==> src/rtl/core/pd_pkg.sv <==
// Shared types, constants and helpers for the percent decoder.
package pd_pkg;

    localparam logic [7:0] PCT_CHAR = 8'h25;

    typedef enum logic [1:0] {
        PH_IDLE  = 2'd0,
        PH_PCT   = 2'd1,
        PH_DIGIT = 2'd2
    } phase_t;

    // One queued request: one or two results. A second result is always a
    // valid byte that closes the string.
    typedef struct packed {
        logic       two;
        logic [7:0] char0;
        logic       valid0;
        logic       final0;
        logic [7:0] char1;
    } req_t;

    // {is_hex, nibble}
    function automatic logic [4:0] hex_decode(input logic [7:0] c);
        logic [4:0] r;
        r = 5'd0;
        if (c >= 8'h30 && c <= 8'h39)
        begin
            r = {1'b1, 4'(c - 8'h30)};
        end
        else if (c >= 8'h41 && c <= 8'h46)
        begin
            r = {1'b1, 4'(c - 8'h37)};
        end
        else if (c >= 8'h61 && c <= 8'h66)
        begin
            r = {1'b1, 4'(c - 8'h57)};
        end
        return r;
    endfunction

endpackage

==> src/rtl/core/pd_front.sv <==
// Front end: escape phase tracking and classification of each input byte.
module pd_front (
    input  logic          clk,
    input  logic          rst_n,
    input  logic          accept,
    input  logic [7:0]    char_in,
    input  logic          end_of_string,
    output logic          req_valid,
    output pd_pkg::req_t  req
);
    import pd_pkg::*;

    phase_t     phase_reg, phase_next;
    logic [7:0] held_reg, held_next;
    logic [4:0] hi, lo;

    assign hi = hex_decode(held_reg);
    assign lo = hex_decode(char_in);

    always_comb
    begin
        phase_next = PH_IDLE;
        held_next  = held_reg;
        req_valid  = 1'b0;
        req        = '0;
        case (phase_reg)
            PH_PCT:
            begin
                if (end_of_string)
                begin
                    req_valid  = 1'b1;
                    req.two    = 1'b1;
                    req.char0  = PCT_CHAR;
                    req.valid0 = 1'b1;
                    req.char1  = char_in;
                end
                else
                begin
                    held_next  = char_in;
                    phase_next = PH_DIGIT;
                end
            end
            PH_DIGIT:
            begin
                if (hi[4] && lo[4])
                begin
                    req_valid  = 1'b1;
                    req.char0  = {hi[3:0], lo[3:0]};
                    req.valid0 = 1'b1;
                    req.final0 = end_of_string;
                end
                else if (end_of_string)
                begin
                    req_valid  = 1'b1;
                    req.final0 = 1'b1;
                end
            end
            default:
            begin
                if (char_in == PCT_CHAR && !end_of_string)
                begin
                    phase_next = PH_PCT;
                end
                else
                begin
                    req_valid  = 1'b1;
                    req.char0  = char_in;
                    req.valid0 = 1'b1;
                    req.final0 = end_of_string;
                end
            end
        endcase
        if (!accept)
        begin
            phase_next = phase_reg;
            held_next  = held_reg;
            req_valid  = 1'b0;
        end
    end

    always_ff @(posedge clk or negedge rst_n)
    begin
        if (!rst_n)
        begin
            phase_reg <= PH_IDLE;
            held_reg  <= 8'd0;
        end
        else
        begin
            phase_reg <= phase_next;
            held_reg  <= held_next;
        end
    end

endmodule

==> src/rtl/core/pd_queue.sv <==
// Short request queue between front and back ends.
module pd_queue #(
    parameter int DEPTH = 4
) (
    input  logic          clk,
    input  logic          rst_n,
    input  logic          wr_en,
    input  pd_pkg::req_t  wr_data,
    output logic          full,
    input  logic          rd_en,
    output pd_pkg::req_t  rd_data,
    output logic          not_empty
);
    import pd_pkg::*;

    localparam int PW = (DEPTH > 1) ? $clog2(DEPTH) : 1;
    localparam int CW = $clog2(DEPTH + 1);

    req_t          mem_reg [DEPTH];
    logic [PW-1:0] wr_ptr_reg, wr_ptr_next;
    logic [PW-1:0] rd_ptr_reg, rd_ptr_next;
    logic [CW-1:0] cnt_reg, cnt_next;
    logic          do_wr, do_rd;

    assign full      = (cnt_reg == CW'(DEPTH));
    assign not_empty = (cnt_reg != '0);
    assign do_wr     = wr_en && !full;
    assign do_rd     = rd_en && not_empty;
    assign rd_data   = mem_reg[rd_ptr_reg];

    always_comb
    begin
        wr_ptr_next = wr_ptr_reg;
        rd_ptr_next = rd_ptr_reg;
        cnt_next    = cnt_reg;
        if (do_wr)
        begin
            wr_ptr_next = (wr_ptr_reg == PW'(DEPTH - 1)) ? '0 : wr_ptr_reg + 1'b1;
        end
        if (do_rd)
        begin
            rd_ptr_next = (rd_ptr_reg == PW'(DEPTH - 1)) ? '0 : rd_ptr_reg + 1'b1;
        end
        if (do_wr && !do_rd)
        begin
            cnt_next = cnt_reg + 1'b1;
        end
        else if (do_rd && !do_wr)
        begin
            cnt_next = cnt_reg - 1'b1;
        end
    end

    always_ff @(posedge clk or negedge rst_n)
    begin
        if (!rst_n)
        begin
            wr_ptr_reg <= '0;
            rd_ptr_reg <= '0;
            cnt_reg    <= '0;
        end
        else
        begin
            wr_ptr_reg <= wr_ptr_next;
            rd_ptr_reg <= rd_ptr_next;
            cnt_reg    <= cnt_next;
        end
    end

    always_ff @(posedge clk)
    begin
        if (do_wr)
        begin
            mem_reg[wr_ptr_reg] <= wr_data;
        end
    end

endmodule

==> src/rtl/core/pd_back.sv <==
// Back end: expands queued requests into results and holds the output register.
module pd_back (
    input  logic          clk,
    input  logic          rst_n,
    input  logic          req_avail,
    input  pd_pkg::req_t  req,
    output logic          req_take,
    output logic          empty,
    input  logic          pop,
    output logic [7:0]    char_out,
    output logic          char_valid,
    output logic          final_item
);
    import pd_pkg::*;

    logic       out_valid_reg, out_valid_next;
    logic [7:0] char_reg, char_next;
    logic       cvalid_reg, cvalid_next;
    logic       final_reg, final_next;
    logic       sel_reg, sel_next;
    logic       load;

    assign load = req_avail && (!out_valid_reg || pop);

    always_comb
    begin
        out_valid_next = out_valid_reg && !pop;
        char_next      = char_reg;
        cvalid_next    = cvalid_reg;
        final_next     = final_reg;
        sel_next       = sel_reg;
        req_take       = 1'b0;
        if (load)
        begin
            out_valid_next = 1'b1;
            if (sel_reg)
            begin
                char_next   = req.char1;
                cvalid_next = 1'b1;
                final_next  = 1'b1;
                sel_next    = 1'b0;
                req_take    = 1'b1;
            end
            else
            begin
                char_next   = req.char0;
                cvalid_next = req.valid0;
                final_next  = req.final0;
                sel_next    = req.two;
                req_take    = !req.two;
            end
        end
    end

    always_ff @(posedge clk or negedge rst_n)
    begin
        if (!rst_n)
        begin
            out_valid_reg <= 1'b0;
            sel_reg       <= 1'b0;
        end
        else
        begin
            out_valid_reg <= out_valid_next;
            sel_reg       <= sel_next;
        end
    end

    always_ff @(posedge clk)
    begin
        char_reg   <= char_next;
        cvalid_reg <= cvalid_next;
        final_reg  <= final_next;
    end

    assign empty      = !out_valid_reg;
    assign char_out   = char_reg;
    assign char_valid = cvalid_reg;
    assign final_item = final_reg;

endmodule

==> src/rtl/core/percent_decoder.sv <==
// Top level of the streaming URL percent decoder.
// Path: an accepted request is written into the queue, then into the output register
// once that is empty or being popped, and the receiver pops it from there.
// Throughput: one input byte per cycle while not full; results leave at one per cycle
// while popped, so a cut-short escape's two results hold the back end for both.
// Reset: rst_n clears escape phase, queue and output register asynchronously.
module percent_decoder #(
    parameter int QUEUE_DEPTH = 4
) (
    input  logic       clk,
    input  logic       rst_n,
    input  logic       push,
    output logic       full,
    input  logic [7:0] char_in,
    input  logic       end_of_string,
    output logic       empty,
    input  logic       pop,
    output logic [7:0] char_out,
    output logic       char_valid,
    output logic       final_item
);
    import pd_pkg::*;

    logic accept;
    logic fr_valid;
    req_t fr_req;
    logic q_avail;
    req_t q_req;
    logic q_take;

    assign accept = push && !full;

    pd_front u_front (
        .clk           (clk),
        .rst_n         (rst_n),
        .accept        (accept),
        .char_in       (char_in),
        .end_of_string (end_of_string),
        .req_valid     (fr_valid),
        .req           (fr_req)
    );

    pd_queue #(
        .DEPTH (QUEUE_DEPTH)
    ) u_queue (
        .clk       (clk),
        .rst_n     (rst_n),
        .wr_en     (fr_valid),
        .wr_data   (fr_req),
        .full      (full),
        .rd_en     (q_take),
        .rd_data   (q_req),
        .not_empty (q_avail)
    );

    pd_back u_back (
        .clk        (clk),
        .rst_n      (rst_n),
        .req_avail  (q_avail),
        .req        (q_req),
        .req_take   (q_take),
        .empty      (empty),
        .pop        (pop),
        .char_out   (char_out),
        .char_valid (char_valid),
        .final_item (final_item)
    );

endmodule

==> config.mk <==
export PLATFORM = sky130hd
export DESIGN_NAME = percent_decoder
export DESIGN_NICKNAME = d
export VERILOG_FILES = /design/src/rtl/core/pd_pkg.sv /design/src/rtl/core/pd_front.sv /design/src/rtl/core/pd_queue.sv /design/src/rtl/core/pd_back.sv /design/src/rtl/core/percent_decoder.sv
export SDC_FILE = /design/constraint.sdc
export NUM_CORES = 1
export LEC_CHECK = 0
export CAP_MARGIN = 20
export CORE_ASPECT_RATIO = 1.2
export CORE_MARGIN = 8
export CORE_UTILIZATION = 30
export CTS_CLUSTER_SIZE = 24
export DETAILED_ROUTE_END_ITERATION = 8
export DONT_BUFFER_PORTS = 1
export PLACE_DENSITY = 0.4
export SLEW_MARGIN = 10
export SYNTH_ARGS = -nofsm -noshare
export SYNTH_HDL_FRONTEND = slang
export SYNTH_SLANG_ARGS = --single-unit
==> constraint.sdc <==
create_clock -name clk -period 7.2 [get_ports clk]
set_clock_uncertainty 0.2 [all_clocks]
set_input_delay 0.36 -clock clk [delete_from_list [all_inputs] [get_ports clk]]
set_output_delay 0.36 -clock clk [all_outputs]
set_load 0.01 [all_outputs]
==> results of run 1 <==
==> layout make-up <==
type | count | area share
Sequential cell | 105 | 0.585
Multi-Input combinational cell | 171 | 0.281
Tap cell | 204 | 0.0488
Clock buffer | 9 | 0.0431
Timing Repair Buffer | 8 | 0.0153
Clock inverter | 7 | 0.0136
Inverter | 19 | 0.0136
==> power breakdown <==
part / switching [mW] / internal [mW]
sequential: 0.0711 / 0.812
combinational: 0.247 / 0.203
clock: 0.226 / 0.269
==> layer usage <==
| layer | up-vias | global-route usage | routed length [um] |
|---|---|---|---|
| met5 | - | 0 | 0 |
| met4 | 0 | 0.0449 | 206 |
| met3 | 13 | 0.0389 | 450 |
| met2 | 47 | 0.177 | 4880 |
| met1 | 1270 | 0.132 | 4410 |
| li1 | 1144 | - | - |
==> worst register-to-register path: stages, from the launching register on <==
cell	delay, ns
dfrtp_1	0.44
inv_1	0.13
ha_1	0.19
o21bai_1	0.11
a2111oi_4	0.53
o21ai_2	0.15
a21o_4	0.24
a21oi_4	0.23
ha_1	0.23
inv_1	0.06
fa_1	0.38
xor2_1	0.17
nor2_1	0.11
xor2_1	0.17
==> metrics by stage <==
| stage | instance area, um2 | instances | worst slack (ns) | hold slack, ns |
|---|---|---|---|---|
| 6_report | 5230 | 523 | 3.78 | 0.0243 |
| 5_1_grt | 5230 | 523 | 3.52 | 0.0433 |
| 4_1_cts | 5220 | 522 | 3.75 | 0.0206 |
| 3_5_place_dp | 4870 | 501 | 3.78 | -0.135 |
| 3_3_place_gp | 4870 | 501 | 3.92 | -0.135 |
| 2_1_floorplan | 4630 | 303 | 4.12 | -0.136 |
==> logic make-up after synthesis <==
family          Yosys count  share of synthesized area
simple gates             79                     0.0795
mux                      28                      0.116
compound gates           42                     0.0649
buf+inv                  27                     0.0222
xor+xnor                  6                     0.0114
flops                   105                      0.661
fa+ha+maj                16                     0.0449
==> Yosys cell counts, types with 3 or more instances <==
master / number
and3_1: 3
nand2_1: 43
edfxtp_1: 86
xnor2_1: 4
and2_2: 4
o21ai_0: 18
inv_1: 19
a21oi_1: 7
clkbuf_1: 6
ha_1: 15
dfrtp_1: 19
mux2_2: 7
mux4_2: 19
nor2_1: 15
==> placed cells by master (no fill, tap or decap), types with 3 or more instances in the layout <==
cell type / n
edfxtp_1: 86
nand2_1: 43
inv_1: 19
mux4_2: 19
dfrtp_1: 19
o21ai_0: 18
nor2_1: 15
ha_1: 15
clkbuf_16: 9
mux2_2: 7
a21oi_1: 6
dlygate4sd3_1: 5
xnor2_1: 4
and2_2: 4
and3_1: 3
clkinvlp_4: 3
==> path summary, 6_finish.rpt <==
| kind | from | endpoint | slack, ns |
|---|---|---|---|
| worst min-delay path | char_in[2] | u_front.held_reg[2]$_DFFE_PN0P_ | 0.02 |
| max in group asynchronous | rst_n | u_front.held_reg[0]$_DFFE_PN0P_ | 6.20 |
| worst max register to register | u_front.held_reg[1]$_DFFE_PN0P_ | u_queue.cnt_reg[2]$_DFFE_PN0P_ | 3.78 |
| worst max-delay path | u_front.held_reg[1]$_DFFE_PN0P_ | u_queue.cnt_reg[2]$_DFFE_PN0P_ | 3.78 |
| min in group asynchronous | rst_n | u_back.out_valid_reg$_DFF_PN0_ | 0.17 |
| worst min register to register | u_queue.cnt_reg[2]$_DFFE_PN0P_ | u_queue.cnt_reg[2]$_DFFE_PN0P_ | 0.30 |
==> what timing repair did <==
item / in CTS / in global routing
buffers inserted: 0 / 0
hold buffers: 5 / 0
endpoints found under the hold margin: 23 / 0
==> results.cfg, run 1 <==
[clock_tree]
cts_buffers = 9
tritoncts = yes
clk_transition_reported_paths_ns = 0.07
worstSkewPairLatency_ns = 0.35
numClockSinks = 105
cts_resized = 0
clock_tree_root_driver_cell = clkbuf_16
clock_path_buffers = 2
h-tree-depth = 3

[worst_setup_path]
setup.worst_path.start_class = flip-flop
endpoint_kind = flip-flop
timing.reg2reg.worst_path_depth = 13
crit_slowest_cell = a2111oi_4
crit_path_max_cell_delay_ns = 0.53
setup.worst_path.class = flip-flop to flip-flop
cp_cell_sequence = inv_1 -> ha_1 -> o21bai_1 -> a2111oi_4 -> o21ai_2 -> a21o_4 -> a21oi_4 -> ha_1 -> inv_1 -> fa_1 -> xor2_1 -> nor2_1 -> xor2_1
critPathTopFamily = compound AO/OA/AOI/OAI gates
worstPathMaxFanout = 7
timing.critical_path.buf_inv = 2
required_ns = 7.27
arrival_time_of_the_worst_setup_path_ns = 3.49
critical_path_cell_count = 13

[routing]
detail_route.wirelength_um = 9940
detailedRoute.firstIterationViolations = 194
dr_total_vias = 2474
detail_route.first_pass.iterations = 7
wl_per_cell_um = 19.0
drc = 0
avgViaCountPerCell = 4.73
drt.antenna.violating_nets = 0

[global_route]
grt_pass1_wl_um = 15800
number_of_antenna_violations_at_the_first_check_in_global_routing = 0
globalRouteOverflowTotal = 0
grt_pass1_vias = 2718
pin_count_of_the_biggest_net_entering_global_routing = 22
track_usage = 0.111

[floorplanning]
top_level_ports = 25
rows = 49
floorplan.initialDensity = 0.308
die_w_um = 129
die_h_um = 152
die_area_um2 = 19700
core_area_um2 = 15000

[sta]
maxSlewViolCount = 0
setup_repair_after_global_routing_missed_its_margin = false
finalWorstPathRequiredPeriod_ns = 3.42
totalNegativeSetupSlack_ns = 0
worstMarginPinSlew_ns = 0.972
setup_viol_count_final = 0
maxSlewHeadroom = 0.352
timing_hold_violations_final = 0
final_critical_path_share_of_the_clock_period = 0.475
timing.fmax_mhz = 292

[synthesis]
synth_enable_flop_cells = 86
async_flop_share = 0.181
post_synthesis_cells = 303
mapped_avg_cell_area_um2 = 15.3
synth_top_cell_by_area = edfxtp_1
netlist-cell-type-count = 46
synth_top_cell_area_share = 0.558
synth.top_cells.by_area = edfxtp_1 56%, dfrtp_1 10%, mux4_2 9.3%
synth_top_flop_cell = edfxtp_1
netlist_area_um2 = 4630
yosysWarningCount = 0
ys_seq_elements = 105
seq_area_frac_synth = 0.661
synthesis.nets = 332

[power_and_ir_drop]
power_leakage_nw = 1.89
power_density_nw_per_um2 = 350
vdd_drop_max_uv = 151
post-layout-total-power_mw = 1.83

[final_layout]
max_reg_flops = 76
final_net_count = 343
area_of_the_multi_input_gates_um2 = 1470
postLayoutCoreUtil = 0.348
number_of_inserted_diodes = 0
layout.area.seq_um2 = 3060
filler_cell_count_in_the_final_layout = 1464
flow.area_growth_from_synthesis_pct = 13.1
final_layout_size_suffix_gt1_frac = 0.197

[hold_path]
worst_hold_path_type = primary input to flip-flop
hold-path-cell-count = 2

[job]
maxCapViolCount = 0

[placement]
hpwlAfterDp_um = 6590
buffer_ports.inserted = 0
global_placer_s_final_weighted_congestion = 0.728

[run_status]
outcome = finished clean
Note: power is estimated with default switching activity, not from simulation.
==> inputs of run 2 (changes only) <==
--- a/config.mk
+++ b/config.mk
@@ -5,6 +5,7 @@
 export SDC_FILE = /design/constraint.sdc
 export NUM_CORES = 1
 export LEC_CHECK = 0
+export ABC_AREA = 1
 export CAP_MARGIN = 20
 export CORE_ASPECT_RATIO = 1.2
 export CORE_MARGIN = 8
==> constraint.sdc (replaced) <==
create_clock -name clk -period 3.3 [get_ports clk]
set_clock_uncertainty 0.2 [all_clocks]
set_input_delay 0.165 -clock clk [delete_from_list [all_inputs] [get_ports clk]]
set_output_delay 0.165 -clock clk [all_outputs]
set_load 0.01 [all_outputs]
==> results.cfg, run 2 <==
[global_route]
track_usage = 0.115
grt_pass1_wl_um = 17300
globalRouteOverflowTotal = 0
pin_count_of_the_biggest_net_entering_global_routing = 38
grt_pass1_vias = 2982
number_of_antenna_violations_at_the_first_check_in_global_routing = 0

[sta]
setup_repair_after_global_routing_missed_its_margin = false
maxSlewViolCount = 0
timing.fmax_mhz = 353
timing_hold_violations_final = 2
totalNegativeSetupSlack_ns = 0
timing.hold.ws_ns = -0.0273
setup_viol_count_final = 0
finalWorstPathRequiredPeriod_ns = 2.84
final_critical_path_share_of_the_clock_period = 0.860
worstMarginPinSlew_ns = 0.727
maxSlewHeadroom = 0.510
post-route-worst-setup-slack_ns = 0.464

[placement]
global_placer_s_final_weighted_congestion = 0.749
dpl_worst_slack_ns = 0.365
buffer_ports.inserted = 0
hpwlAfterDp_um = 7170

[final_layout]
filler_cell_count_in_the_final_layout = 1553
postLayoutCoreUtil = 0.351
max_reg_flops = 76
commonest_cells_after_routing_fill_and_taps_aside = 86 x edfxtp_1, 82 x nor2_1, 55 x o21ai_0, 37 x nand2_1, 33 x inv_1
flow.area_growth_from_synthesis_pct = 14.8
number_of_inserted_diodes = 0
final_net_count = 471
final_layout_size_suffix_gt1_frac = 0.116
final_common_cell = edfxtp_1

[routing]
detail_route.first_pass.iterations = 4
dr_total_vias = 2986
avgViaCountPerCell = 4.56
detailedRoute.firstIterationViolations = 158
wl_per_cell_um = 16.6
detail_route.wirelength_um = 10900
drt.antenna.violating_nets = 0
drc = 0

[power_and_ir_drop]
post-layout-total-power_mw = 4.34
vdd_drop_max_uv = 326
power_leakage_nw = 2.03
power_density_nw_per_um2 = 794

[synthesis]
seq_area_frac_synth = 0.643
yosysMostFrequentCell = edfxtp_1
netlist_area_um2 = 4750
synth.top_cells.by_area = edfxtp_1 54%, dfrtp_1 10%, nor2_1 6.7%
synth_top_cell_by_area = edfxtp_1
synth_top_flop_cell = edfxtp_1
synth_top_cell_area_share = 0.543
async_flop_share = 0.181
yosysWarningCount = 0
synth_top_cells_by_count = 86 x edfxtp_1, 85 x nor2_1, 55 x o21ai_0
mapped_avg_cell_area_um2 = 11.3
post_synthesis_cells = 422
ys_seq_elements = 105
netlist-cell-type-count = 36
synth_enable_flop_cells = 86
synthesis.nets = 451

[floorplanning]
die_h_um = 154
top_level_ports = 25
floorplan.initialDensity = 0.305
rows = 50
die_area_um2 = 20100
die_w_um = 131
core_area_um2 = 15600

[hold_path]
worst_hold_path_type = primary input to flip-flop
hold-path-cell-count = 2

[clock_tree]
cts_buffers = 9
clk_transition_reported_paths_ns = 0.07
postCtsSetupBuffers = 0
worstSkewPairLatency_ns = 0.34
clock_tree_root_driver_cell = clkbuf_16
numClockSinks = 105
tritoncts = yes
h-tree-depth = 3
clock_path_buffers = 2

[run_status]
violations_in_the_final_reports = negative hold slack
outcome = finished, violations left

[worst_setup_path]
arrival_time_of_the_worst_setup_path_ns = 2.86
worstPathMaxFanout = 8
setup.worst_path.start_class = primary input
required_ns = 3.33
setup.worst_path.class = primary input to flip-flop
timing.reg2reg.worst_path_depth = 14
endpoint_kind = flip-flop

[job]
maxCapViolCount = 0
run 2: changes by cell type in the layout (fill, tap and decap cells not counted), sizes merged, moves of 8 or more:
cell,before,now
mux4,19,0
mux2,9,1
nor2,15,87
inv,19,35
o21ai,20,60
buf,3,11
nand3,1,13
o22ai,2,12
run 2: final cells by class:
type / instances / area, um2 / share of cell area
clock buffers: 9 / 225 / 0.0412
inverters: 36 / 135 / 0.0247
multi-input cells: 267 / 1480 / 0.271
repair buffers: 23 / 206 / 0.0378
flip-flops and latches: 105 / 3060 / 0.560
clock inverters: 7 / 95.1 / 0.0174
well taps: 208 / 260 / 0.0477
run 2: critical path, stage by stage:
cell	delay, ns
dlygate4sd3_1	0.53
inv_1	0.23
ha_1	0.25
o21ai_2	0.07
nand2_2	0.08
nand2_4	0.07
nand2_2	0.10
nand3_4	0.12
nand4_4	0.12
nand2_4	0.09
inv_1	0.08
ha_1	0.13
inv_1	0.07
fa_1	0.38
a21oi_1	0.14
o21ai_0	0.11
xor2_1	0.15
run 2: power breakdown:
part           switching [mW]  leakage, nW  internal, mW
Sequential              0.162         1.04          1.80
Combinational           0.832        0.837         0.408
Clock                   0.473        0.155         0.665
Total                    1.47         2.03          2.87
run 2: kinds of logic (layout without fill, tap and decap cells):
family                     Yosys count  count (layout)  share of synthesized area
adders and majority gates           16              16                     0.0437
and+or+nand+nor                    154             154                      0.149
muxes                                1               1                    0.00237
AOI/OAI and AO/OA                   91              91                      0.105
DFF                                105             105                      0.643
buffers and inverters               50              75                     0.0471
xor gates and xnor gates             5               5                    0.00921
run 2: metrics by stage:
| stage | hold slack [ns] | instance area, um2 | cells |
|---|---|---|---|
| finish | -0.0273 | 5460 | 655 |
| global route | 0.0119 | 5460 | 655 |
| CTS | 0.00681 | 5440 | 653 |
| detailed placement | -0.330 | 5000 | 625 |
| global placement | -0.330 | 5000 | 625 |
| floorplan | -0.331 | 4750 | 422 |
run 2: path summary, 6_finish.rpt:
| path | slack (ns) | end | from |
|---|---|---|---|
| setup reg to reg | 0.47 | u_queue.cnt_reg[2]$_DFFE_PN0P_ | u_front.phase_reg[1]$_DFFE_PN0P_ |
| hold reg to reg | 0.30 | u_front.held_reg[5]$_DFFE_PN0P_ | u_front.held_reg[5]$_DFFE_PN0P_ |
| max in group asynchronous | 2.42 | u_front.held_reg[1]$_DFFE_PN0P_ | rst_n |
| hold / removal | -0.03 | u_back.char_out[7]$_DFFE_PP_ | pop |
| setup / recovery | 0.46 | u_queue.cnt_reg[2]$_DFFE_PN0P_ | char_in[0] |
| min in group asynchronous | 0 | u_queue.wr_ptr_reg[1]$_DFFE_PN0P_ | rst_n |
run 2: repair_timing:
| action | in CTS | in global routing |
|---|---|---|
| hold endpoints to repair | 40 | 0 |
| hold buffers | 12 | 0 |
| resized for setup | 0 | 0 |
run 2: layer usage:
layer	up-vias	part of all wire	global-route usage
met3	12	0.021	0.0194
li1	1505	-	-
met2	32	0.48	0.183
met5	-	0	0
met4	0	0.017	0.0460
met1	1437	0.48	0.153
